File: src/rtl/core/plc_pkg.sv
package plc_pkg;

   localparam int unsigned ScreenWidth  = 240;
   localparam int unsigned ScreenHeight = 160;

   // configuration register indexes
   localparam logic [2:0] REG_DISPLAY_CTRL = 3'd0;
   localparam logic [2:0] REG_WIN0         = 3'd1;
   localparam logic [2:0] REG_WIN1         = 3'd2;
   localparam logic [2:0] REG_WIN_INSIDE   = 3'd3;
   localparam logic [2:0] REG_WIN_OUTSIDE  = 3'd4;
   localparam logic [2:0] REG_BLEND_CTRL   = 3'd5;
   localparam logic [2:0] REG_BLEND_ALPHA  = 3'd6;
   localparam logic [2:0] REG_BRIGHTNESS   = 3'd7;

   // effect kinds
   localparam logic [1:0] EFF_NONE    = 2'd0;
   localparam logic [1:0] EFF_BLEND   = 2'd1;
   localparam logic [1:0] EFF_LIGHTEN = 2'd2;
   localparam logic [1:0] EFF_DARKEN  = 2'd3;

   localparam logic [5:0] KEY_NONE = 6'h3F;

   // stage 1 to stage 2: the two top layers
   typedef struct packed {
      logic        blank;
      logic        effect_on;
      logic [5:0]  k1;
      logic [5:0]  k2;
      logic [14:0] c1;
      logic [14:0] c2;
      logic [5:0]  l1;
      logic [5:0]  l2;
   } rank_type;

   function automatic logic [4:0] clamp16(input logic [4:0] v);
      clamp16 = (v > 5'd16) ? 5'd16 : v;
   endfunction

   // c*255/31 for a 5-bit channel; divide by 31 as multiply by 2^20/31 rounded up
   function automatic logic [7:0] widen5(input logic [4:0] c);
      logic [12:0] p;
      logic [28:0] q;
      p = {8'd0, c} * 13'd255;
      q = 29'(p) * 29'd33826;
      widen5 = q[27:20];
   endfunction

endpackage

File: src/rtl/core/plc_rank.sv
module plc_rank (
   input  logic                  clock,
   input  logic [15:0]           dispcnt,
   input  logic [31:0]           win0,
   input  logic [31:0]           win1,
   input  logic [15:0]           winin,
   input  logic [15:0]           winout,
   input  logic [7:0]            pixel_x,
   input  logic [7:0]            pixel_y,
   input  logic [59:0]           bg_colors,
   input  logic [3:0]            bg_opaque,
   input  logic [7:0]            bg_priorities,
   input  logic [14:0]           obj_color,
   input  logic                  obj_opaque,
   input  logic [1:0]            obj_priority,
   input  logic                  obj_window_hit,
   input  logic [14:0]           backdrop_color,
   output plc_pkg::rank_type     rank
);
   import plc_pkg::*;

   function automatic logic in_range(input logic [7:0] c, input logic [8:0] lim,
                                     input logic [15:0] r);
      logic [8:0] s;
      logic [8:0] e;
      s = {1'b0, r[15:8]};
      e = {1'b0, r[7:0]};
      if (s >= lim) s = lim - 9'd1;
      if (e >= lim) e = lim;
      if (s <= e) in_range = ({1'b0, c} >= s) && ({1'b0, c} < e);
      else        in_range = ({1'b0, c} >= s) || ({1'b0, c} < e);
   endfunction

   logic       in0, in1;
   logic [5:0] ctl;
   logic [4:0] visible;
   logic       eff_on;
   logic [2:0] mode;
   logic [5:0] key [6];
   logic [14:0] col [6];
   logic [5:0] ok;
   logic [5:0] k1, k2, l1, l2;
   logic [14:0] c1, c2;
   rank_type   rank_in;

   always_comb begin
      mode = dispcnt[2:0];
      in0 = in_range(pixel_x, 9'(ScreenWidth), win0[15:0]) &&
            in_range(pixel_y, 9'(ScreenHeight), win0[31:16]);
      in1 = in_range(pixel_x, 9'(ScreenWidth), win1[15:0]) &&
            in_range(pixel_y, 9'(ScreenHeight), win1[31:16]);
      // window region select
      if (dispcnt[13] && in0)                        ctl = winin[5:0];
      else if (dispcnt[14] && in1)                   ctl = winin[13:8];
      else if (dispcnt[15] && dispcnt[12] && obj_window_hit) ctl = winout[13:8];
      else                                           ctl = winout[5:0];
      if (dispcnt[15:13] != 3'd0) begin
         visible = ctl[4:0];
         eff_on  = ctl[5];
      end else begin
         visible = 5'h1F;
         eff_on  = 1'b1;
      end
      // candidate keys
      for (int n = 0; n < 4; n++) begin
         ok[n] = ((mode == 3'd0) || (mode == 3'd1 && n < 3) || (mode == 3'd2 && n >= 2))
                 && visible[n] && dispcnt[8+n] && bg_opaque[n];
         key[n] = {1'b0, bg_priorities[2*n +: 2], 1'b1, 2'(n)};
         col[n] = bg_colors[15*n +: 15];
      end
      ok[4]  = obj_opaque && dispcnt[12] && visible[4];
      key[4] = {1'b0, obj_priority, 3'd0};
      col[4] = obj_color;
      ok[5]  = 1'b1;
      key[5] = 6'd32;
      col[5] = backdrop_color;
      // keep the best two
      k1 = KEY_NONE; k2 = KEY_NONE; c1 = '0; c2 = '0; l1 = '0; l2 = '0;
      for (int n = 0; n < 6; n++) begin
         if (ok[n]) begin
            if (key[n] < k1) begin
               k2 = k1; c2 = c1; l2 = l1;
               k1 = key[n]; c1 = col[n]; l1 = 6'(1 << n);
            end else if (key[n] < k2) begin
               k2 = key[n]; c2 = col[n]; l2 = 6'(1 << n);
            end
         end
      end
      rank_in.blank     = dispcnt[7];
      rank_in.effect_on = eff_on;
      rank_in.k1 = k1; rank_in.k2 = k2;
      rank_in.c1 = c1; rank_in.c2 = c2;
      rank_in.l1 = l1; rank_in.l2 = l2;
   end

   always_ff @(posedge clock) begin
      rank <= rank_in;
   end

endmodule

File: src/rtl/core/pixel_layer_compositor.sv
// Pixel layer compositor.
// Request channel (req_*): one pixel with its background, sprite and
// backdrop samples per request, taken when req_valid is high and
// req_stall low. Response channel (rsp_*): one RGBA8888 pixel per
// request, in order.
// Pipeline: rank stage, effect stage, widen stage, then the output
// register; rsp_valid follows each accepted request down the stages.
// Throughput is one pixel per clock unless the output is stalled;
// every stage is a single register. rsp_stall with rsp_valid high
// freezes the whole pipeline; req_stall rises only while the output
// register holds an untaken pixel, so nothing is lost or repeated.
// Configuration is written through csr_write/csr_index/csr_data; the
// user must write it only while the pipeline is empty; not enforced.
// Sync active-high reset zeroes configuration registers and valid bits.
module pixel_layer_compositor (
   input  logic        clock,
   input  logic        reset,
   input  logic        csr_write,
   input  logic [2:0]  csr_index,
   input  logic [31:0] csr_data,
   input  logic        req_valid,
   output logic        req_stall,
   input  logic [7:0]  req_pixel_x,
   input  logic [7:0]  req_pixel_y,
   input  logic [59:0] req_bg_colors,
   input  logic [3:0]  req_bg_opaque,
   input  logic [7:0]  req_bg_priorities,
   input  logic [14:0] req_obj_color,
   input  logic        req_obj_opaque,
   input  logic [1:0]  req_obj_priority,
   input  logic        req_obj_window_hit,
   input  logic [14:0] req_backdrop_color,
   output logic        rsp_valid,
   input  logic        rsp_stall,
   output logic [31:0] rsp_rgba_pixel
);
   import plc_pkg::*;

   logic [15:0] dispcnt_ff, winin_ff, winout_ff, bldcnt_ff, bldalpha_ff;
   logic [31:0] win0_ff, win1_ff;
   logic [4:0]  bldy_ff;

   // configuration registers
   always_ff @(posedge clock) begin
      if (reset) begin
         dispcnt_ff <= '0; win0_ff <= '0; win1_ff <= '0; winin_ff <= '0;
         winout_ff <= '0; bldcnt_ff <= '0; bldalpha_ff <= '0; bldy_ff <= '0;
      end else if (csr_write) begin
         case (csr_index)
            REG_DISPLAY_CTRL: dispcnt_ff  <= csr_data[15:0];
            REG_WIN0:         win0_ff     <= csr_data;
            REG_WIN1:         win1_ff     <= csr_data;
            REG_WIN_INSIDE:   winin_ff    <= csr_data[15:0];
            REG_WIN_OUTSIDE:  winout_ff   <= csr_data[15:0];
            REG_BLEND_CTRL:   bldcnt_ff   <= csr_data[15:0];
            REG_BLEND_ALPHA:  bldalpha_ff <= csr_data[15:0];
            REG_BRIGHTNESS:   bldy_ff     <= csr_data[4:0];
            default: ;
         endcase
      end
   end

   // whole pipeline advances unless the output holds an untaken pixel
   logic advance;
   assign advance   = !(rsp_valid && rsp_stall);
   assign req_stall = !advance;

   logic v1_ff, v2_ff, v3_ff, v4_ff;
   rank_type rank_q, rank_ff;

   plc_rank u_rank (
      .clock          (clock),
      .dispcnt        (dispcnt_ff),
      .win0           (win0_ff),
      .win1           (win1_ff),
      .winin          (winin_ff),
      .winout         (winout_ff),
      .pixel_x        (req_pixel_x),
      .pixel_y        (req_pixel_y),
      .bg_colors      (req_bg_colors),
      .bg_opaque      (req_bg_opaque),
      .bg_priorities  (req_bg_priorities),
      .obj_color      (req_obj_color),
      .obj_opaque     (req_obj_opaque),
      .obj_priority   (req_obj_priority),
      .obj_window_hit (req_obj_window_hit),
      .backdrop_color (req_backdrop_color),
      .rank           (rank_q)
   );

   // rank output is registered inside plc_rank on every clock; hold a copy
   // so a stall does not lose it
   logic     hold_ff;
   always_ff @(posedge clock) begin
      hold_ff <= advance;
      if (hold_ff) rank_ff <= rank_q;
   end
   rank_type rank_s;
   assign rank_s = hold_ff ? rank_q : rank_ff;

   // effect stage
   logic [4:0]  eva, evb, ky;
   logic [14:0] color;
   logic [9:0]  mix;
   logic [4:0]  a, b;
   logic [14:0] color_ff;
   logic        blank2_ff;

   always_comb begin
      eva = clamp16(bldalpha_ff[4:0]);
      evb = clamp16(bldalpha_ff[12:8]);
      ky  = clamp16(bldy_ff);
      color = rank_s.c1;
      mix = '0;
      a = '0;
      b = '0;
      if (rank_s.effect_on && ((rank_s.l1 & bldcnt_ff[5:0]) != 6'd0)) begin
         case (bldcnt_ff[7:6])
            EFF_BLEND: begin
               if (rank_s.k2 != KEY_NONE && ((rank_s.l2 & bldcnt_ff[13:8]) != 6'd0)) begin
                  for (int i = 0; i < 3; i++) begin
                     a = rank_s.c1[5*i +: 5];
                     b = rank_s.c2[5*i +: 5];
                     mix = (10'(a) * 10'(eva) + 10'(b) * 10'(evb)) >> 4;
                     color[5*i +: 5] = (mix > 10'd31) ? 5'd31 : mix[4:0];
                  end
               end
            end
            EFF_LIGHTEN: begin
               for (int i = 0; i < 3; i++) begin
                  a = rank_s.c1[5*i +: 5];
                  mix = (10'(5'd31 - a) * 10'(ky)) >> 4;
                  color[5*i +: 5] = a + mix[4:0];
               end
            end
            EFF_DARKEN: begin
               for (int i = 0; i < 3; i++) begin
                  a = rank_s.c1[5*i +: 5];
                  mix = (10'(a) * 10'(ky)) >> 4;
                  color[5*i +: 5] = a - mix[4:0];
               end
            end
            default: ;
         endcase
      end
   end

   // widen stage
   logic [31:0] pix_ff, out_ff;

   always_ff @(posedge clock) begin
      if (reset) begin
         v1_ff <= 1'b0; v2_ff <= 1'b0; v3_ff <= 1'b0; v4_ff <= 1'b0;
      end else if (advance) begin
         v1_ff <= req_valid;
         v2_ff <= v1_ff;
         v3_ff <= v2_ff;
         v4_ff <= v3_ff;
      end
      if (advance) begin
         color_ff  <= color;
         blank2_ff <= rank_s.blank;
         pix_ff    <= blank2_ff ? 32'hFFFF_FFFF :
                      {8'hFF, widen5(color_ff[14:10]), widen5(color_ff[9:5]),
                       widen5(color_ff[4:0])};
         out_ff    <= pix_ff;
      end
   end

   assign rsp_valid      = v4_ff;
   assign rsp_rgba_pixel = out_ff;

endmodule

File: config.mk
export PLATFORM = sky130hd
export DESIGN_NAME = pixel_layer_compositor
export DESIGN_NICKNAME = d
export VERILOG_FILES = /design/src/rtl/core/plc_pkg.sv /design/src/rtl/core/plc_rank.sv /design/src/rtl/core/pixel_layer_compositor.sv
export SDC_FILE = /design/constraint.sdc
export NUM_CORES = 2
export LEC_CHECK = 0
export ABC_AREA = 1
export BUFFER_PORTS_ARGS = -buffer_cell sky130_fd_sc_hd__clkbuf_2
export CAP_MARGIN = 5
export CORE_ASPECT_RATIO = 0.7
export CORE_MARGIN = 2
export CORE_UTILIZATION = 45
export CTS_CLUSTER_SIZE = 25
export DETAILED_ROUTE_END_ITERATION = 8
export GPL_ROUTABILITY_DRIVEN = 0
export SYNTH_ARGS = -nofsm -noshare
export SYNTH_HDL_FRONTEND = slang
export SYNTH_SLANG_ARGS = --single-unit
File: constraint.sdc
create_clock -name clock -period 8.9 [get_ports clock]
set_input_delay 0 -clock clock [delete_from_list [all_inputs] [get_ports clock]]
set_output_delay 0 -clock clock [all_outputs]
set_load 0.02 [all_outputs]
## After elaboration in Yosys (flattened, before gate mapping)

Cells that the tools add are included.

- Register bits after elaboration: 337
- Bits in latches: 0
- RAM bits: 0
- Memory bits (read-only): 0
- Input bits: 162
- Output and inout bits: 34
- Memories: 0

- $add $sub $neg: 12
- Multiply operators: 18
- Div/mod/pow operators: 0
- Order comparisons: 36
- Equality and inequality tests: 13
- Shift operators: 0
- Multiplexer cells: 96
- Bitwise operators: 2
- Reduce and logical (&&, ||, !) cells: 48

Operator list:

| kind | number |
|---|---|
| 15-bit two-way mux | 26 |
| 6-bit two-way mux | 46 |
| 13-bit by 15-bit multiplier with 27-bit output, second input constant | 3 |
| 8-bit >= comparator, second input constant | 8 |
| 8-bit two-way mux | 8 |
| 5-bit by 5-bit multiplier with 10-bit output | 6 |
| 56-bit two-way mux | 1 |
| 15-bit case mux with 3 select lines | 1 |
| 5-bit by 6-bit less-than comparator with 1-bit output | 7 |
| 5-bit by 8-bit multiplier with 13-bit output, second input constant | 3 |
| 5-bit two-way mux | 7 |
| 8-bit >= comparator | 4 |
| 8-bit <= comparator | 4 |
| 8-bit less-than comparator | 4 |
| 10-bit adder | 3 |
| 1-bit logical AND | 27 |
| 5-bit by 5-bit multiplier with 9-bit output | 3 |
| 6-bit by 6-bit multiplier with 9-bit output | 3 |
| 6-bit by 5-bit greater-than comparator with 1-bit output, second input constant | 3 |
| 5-bit by 5-bit subtractor with 6-bit output, first input constant | 3 |
| 2-bit AND reduction | 8 |
| 5-bit adder | 3 |
| 5-bit greater-than comparator, second input constant | 3 |
| 5-bit subtractor | 3 |
| other kinds (16) | 38 |

## Logic depth before layout (Yosys ltp)

- Word-level depth: 32
- Mapped depth: 59
- Depth with buffers taken out: 59

## Cells and area by module

Synthesis repeated with hierarchy kept, for this count alone.

- Cell total of the unflattened synthesis: 4589
- Area total of the unflattened synthesis: 33390.8 um^2

By module, submodules not included:

| module | instances | cells each | area an instance (um^2) | seq. area each (um^2) |
|---|---|---|---|---|
| pixel_layer_compositor | 1 | 3358 | 26030.0 | 5845.6 |
| plc_rank | 1 | 1231 | 7360.8 | 1121.1 |

## Least setup slack after synthesis

Ideal clock, no wire load.

- Path type: flip-flop to flip-flop
- Start point: reg color_ff[3]
- End point: reg pix_ff[5], data pin
- Library setup time: 262 ps
- Arrival time: 7178 ps
- Required time: 8638 ps
- Path slack: 1460 ps
- Cell stages (with the launch flop): 35
- Buffers on the path: 0
- Period minus slack after synthesis: 7440 ps
- Path through: edfxtp_1 > fa_1 > fa_1 > fa_1 > ha_1 > inv_1 > o31ai_1 > a21o_1 > a21oi_1 > inv_1 > a21oi_1 > o21ai_0 > a21oi_1 > o21bai_1 > xnor2_1 > inv_1 > ha_1 > ha_1 > ha_1 > ha_1 > ha_1 > a21oi_1 > o211ai_1 > a21oi_1 > nor2_1 > o21ai_0 > a21boi_0 > or2_2 > a21o_1 > a21o_1 > a21o_1 > a21oi_1 > inv_1 > a21oi_1 > o21ai_0

- Cells in the longest elaborated chain, start to end: 2

RTL lines:

| item | line | source |
|---|---|---|
| from (decl) | pixel_layer_compositor.sv:106 | `logic [14:0] color_ff;` |
| from (signal assigned) | pixel_layer_compositor.sv:161 | `color_ff <= color;` |
| 5-bit by 8-bit multiplier with 13-bit output | plc_pkg.sv:44 | `p = {8'd0, c} * 13'd255;` |
| 13-bit by 15-bit multiplier with 27-bit output | plc_pkg.sv:45 | `q = 29'(p) * 29'd33826;` |
| to (signal assigned) | pixel_layer_compositor.sv:163 | `pix_ff <= blank2_ff ? 32'hFFFF_FFFF :` |
| to (decl) | pixel_layer_compositor.sv:149 | `logic [31:0] pix_ff, out_ff;` |

No other way between the ends.
A chain may end at the register's enable or synchronous reset.

## Worst setup path after layout

- Start point: reg win1_ff[13]
- End point: reg u_rank.rank[21] (netlist bit)

- Cells in the longest elaborated chain, start to end: 32
- Elaborated cells on any way between the ends: 76
- Those cells by class: order compare (12); mux (47); reduce/logical (17)

RTL lines:

| item | line | source |
|---|---|---|
| from (decl) | pixel_layer_compositor.sv:40 | `logic [31:0] win0_ff, win1_ff;` |
| from (signal assigned) | pixel_layer_compositor.sv:52 | `REG_WIN1: win1_ff <= csr_data;` |
| 8-bit >= comparator | plc_rank.sv:28 | `if (s >= lim) s = lim - 9'd1;` |
| 8-bit two-way mux * | plc_rank.sv:28 |  |
| 8-bit >= comparator | plc_rank.sv:30, plc_rank.sv:31 |  |
| 1-bit logical OR / 1-bit logical AND (equally long branches) | plc_rank.sv:31, plc_rank.sv:30 |  |
| 1-bit two-way mux * | plc_rank.sv:30 | `if (s <= e) in_range = ({1'b0, c} >= s) && ({1'b0, c} < e);` |
| 1-bit logical AND * | plc_rank.sv:50 | `in1 = in_range(pixel_x, 9'(ScreenWidth), win1[15:0]) &&` |
| 1-bit logical AND * | plc_rank.sv:54 | `else if (dispcnt[14] && in1) ctl = winin[13:8];` |
| 6-bit two-way mux * | plc_rank.sv:54 |  |
| [17 not listed] | -- |  |
| 5-bit by 6-bit less-than comparator with 1-bit output | plc_rank.sv:84 | `end else if (key[n] < k2) begin` |
| 6-bit two-way mux | plc_rank.sv:84 |  |
| 6-bit two-way mux | plc_rank.sv:81 | `if (key[n] < k1) begin` |
| 6-bit two-way mux | plc_rank.sv:80 | `if (ok[n]) begin` |
| 6-bit less-than comparator | plc_rank.sv:84 |  |
| 15-bit two-way mux | plc_rank.sv:84 |  |
| 15-bit two-way mux * | plc_rank.sv:81 |  |
| via u_rank.c2[9] | plc_rank.sv:43 | `logic [14:0] c1, c2;` |
| to (signal assigned) | plc_rank.sv:97 | `rank <= rank_in;` |
| to (decl) | plc_rank.sv:18 | `output plc_pkg::rank_type rank` |

Mark *: on every way through the listed nets, which the timed path passes. The rest lies on a longest branch.

==> metrics.txt <==
number of buffers inserted during clock tree synthesis 35; share of the clock period used by the worst path 0.925; Crit path required time 9.39 ns; global routing usage summed across all routing layers 0.238; PortBufs 187; post-route cell area 35000 um2; cell mode on critical path nand2_1; number of failing setup endpoints in the final timing report 0; number of cells in the design after placement 5039; top flip-flop cell by instance count after synthesis dfxtp_1; crit start category register; Antenna Violating Nets Remaining 0; Die Outline Area 70600 um2; TritonRoute pass-1 iters 5; power after layout 13000 uW; element type at the critical path end register; Total Neg Setup Slack 0 ns; post-detailed-routing wire length 81800 um; signed area change from the synthesized netlist to the final layout 13.6%; Overflow after GRT 0; number of buffers on the longest clock path 3; clock skew after layout 0.0447 ns; count of maximum capacitance violations 0; portion of synthesized cell area occupied by the leading cell type 0.211; H-tree levels 2; vias in the first global route 25827; number of distinct library cell variants in the gate-level netlist after synthesis 63; type of the most critical hold path in2reg; cell area after placement 32600 um2; cell types with the highest counts after synthesis nand2_1, inv_1, ha_1; cell types occupying the most area after synthesis ha_1, dfxtp_1, fa_1; Warnings, synthesis 0; synthesized instance count 4040; slew at the pin with the worst max-slew slack 0.996 ns; number of hold violations in the final report 0; number of clock sinks seen by CTS 298; count of boundary I/O pins 196; number of inserted diodes 0; mapped cell area 30800 um2; Cell Pwr Density 373 nW/um2; clk slew on worst S/H paths 0.06 ns; Max rail drop VDD 0.463 mV; number of flops mapped to enable cells by yosys 64; pin count of the biggest net entering global routing 82; CTS tree yes; post-layout util 0.515; post-layout instance count excluding filler cells 5207; clock root buffer clkbuf_16; standard cell with the maximum stage delay on the critical path dlygate4sd3_1; starting utilization of the core area 0.453; violation count after the first detailed-routing iteration 1942; Setup CP Type reg2reg; largest area contributor in the synthesized netlist ha_1; Final Max Tran Viols 0; die span in x 317 um; proportion of synthesized chip area in sequential cells 0.215; share of synthesized flip-flops with an asynchronous set or reset 0; dominant cell by count in the synthesized netlist nand2_1; DPL Wire Length 64000 um; average wire per standard cell 15.7 um; initial antenna violation count 2; LEAKAGE 0.0181 uW; FMAX 122 MHz; normalized max-slew margin 0.336; slowest stage delay, CP 0.57 ns; signal arrival time at the worst endpoint 8.72 ns; height of the chip 223 um; placeable core region 68000 um2; count of standard-cell rows 80; Remaining DRCs 0; outcome finished clean; clock network latency to the later pin of the worst-skew pair 0.58 ns; global-route wire length before repair 136000 um; syn avg cell area 7.62 um2; number of vias after detailed routing 26536; routed vias/inst 5.10; # nets final 5152; largest driver fanout on the critical path 43; final worst path period need 8.23 ns; fraction of layout instances using a drive strength above 1 0.0918; flip-flop and latch count after synthesis 298
## sequential cells by signal, summed over array words and instances, names as in the netlist, 14 cells and up
register and flops:
win0_ff 32, u_rank.rank 50, rank_ff 50, pix_ff 24
color_ff 15, bldcnt_ff 14, win1_ff 32, rsp_rgba_pixel 24
## logic make-up (layout without fill, tap and decap cells)
logic type | after synthesis | in the layout | synth area share
simple gates | 1532 | 1532 | 0.207
buf+inv | 806 | 1064 | 0.101
fa+ha+maj | 711 | 711 | 0.335
compound gates | 583 | 583 | 0.110
flops | 298 | 298 | 0.215
xor+xnor | 101 | 101 | 0.0287
mux | 8 | 8 | 0.00264
other cells | 1 | 8 | 0.000122
## final timing paths
kind	startpoint	to	slack [ns]	cells after the start
setup reg to reg	win1_ff[13]	u_rank.rank[21]	0.67	54
hold / removal	req_bg_colors[55]	u_rank.rank[22]	0.04	7
hold reg to reg	dispcnt_ff[7]	u_rank.rank[55]	0.36	0
setup / recovery	win1_ff[13]	u_rank.rank[21]	0.67	54
## cell usage in the layout, fill, tap and decap left out, types with 121 or more instances in the layout
| cell | netlist | layout |
|---|---|---|
| fa_1 | 191 | 191 |
| clkbuf_2 | 0 | 186 |
| ha_1 | 520 | 520 |
| nand2_1 | 908 | 905 |
| dfxtp_1 | 234 | 233 |
| nor2_1 | 340 | 338 |
| inv_1 | 639 | 638 |
| a21oi_1 | 221 | 219 |
| nand3_1 | 121 | 121 |
| o21ai_0 | 158 | 156 |
## through the flow
step / hold WS [ns] / setup slack, ns
after global placement: 0.229 / 0.713
after floorplan: 0.113 / 1.46
final: 0.0368 / 0.670
after CTS: 0.000228 / 0.0777
after global routing: 0.0555 / -0.0584
after detailed placement: 0.228 / 0.615
## cell type report
class | count | area (um2)
fillers | 6678 | 33000
well taps | 902 | 1130
inverters | 666 | 2520
flip-flops and latches | 298 | 6610
repair buffers | 335 | 2310
clock inverters | 19 | 275
multi-input cells | 2943 | 21200
clock buffers | 44 | 970
## per-layer routing
layer	part of all wire	track usage
met4	0.014	0.0412
met3	0.062	0.0372
met2	0.40	0.346
met5	0	0
met1	0.52	0.371
## where the power goes
group	total, uW	leakage, uW	internal (uW)	switching, uW
combinational	9580	0.0149	4150	5440
sequential	1890	0.00258	1830	63.5
clock	1560	0.000607	912	651
## worst max-delay path: cells and delay by family (launching register included)
kind	cells	cell delay [ns]
adder cells (fa/ha/maj)	5	1.35
buffers and inverters	12	1.77
flip-flops	1	0.34
AO/OA/AOI/OAI	7	1.24
AND/OR/NAND/NOR	30	3.43
## timing repair
item	4_1_cts	5_1_grt
resized for setup	0	22
endpoints found under the setup margin	0	42
buffers inserted	0	6
hold buffers	99	0
endpoints found under the hold margin	164	0
Power figures use the tool's default switching activity.
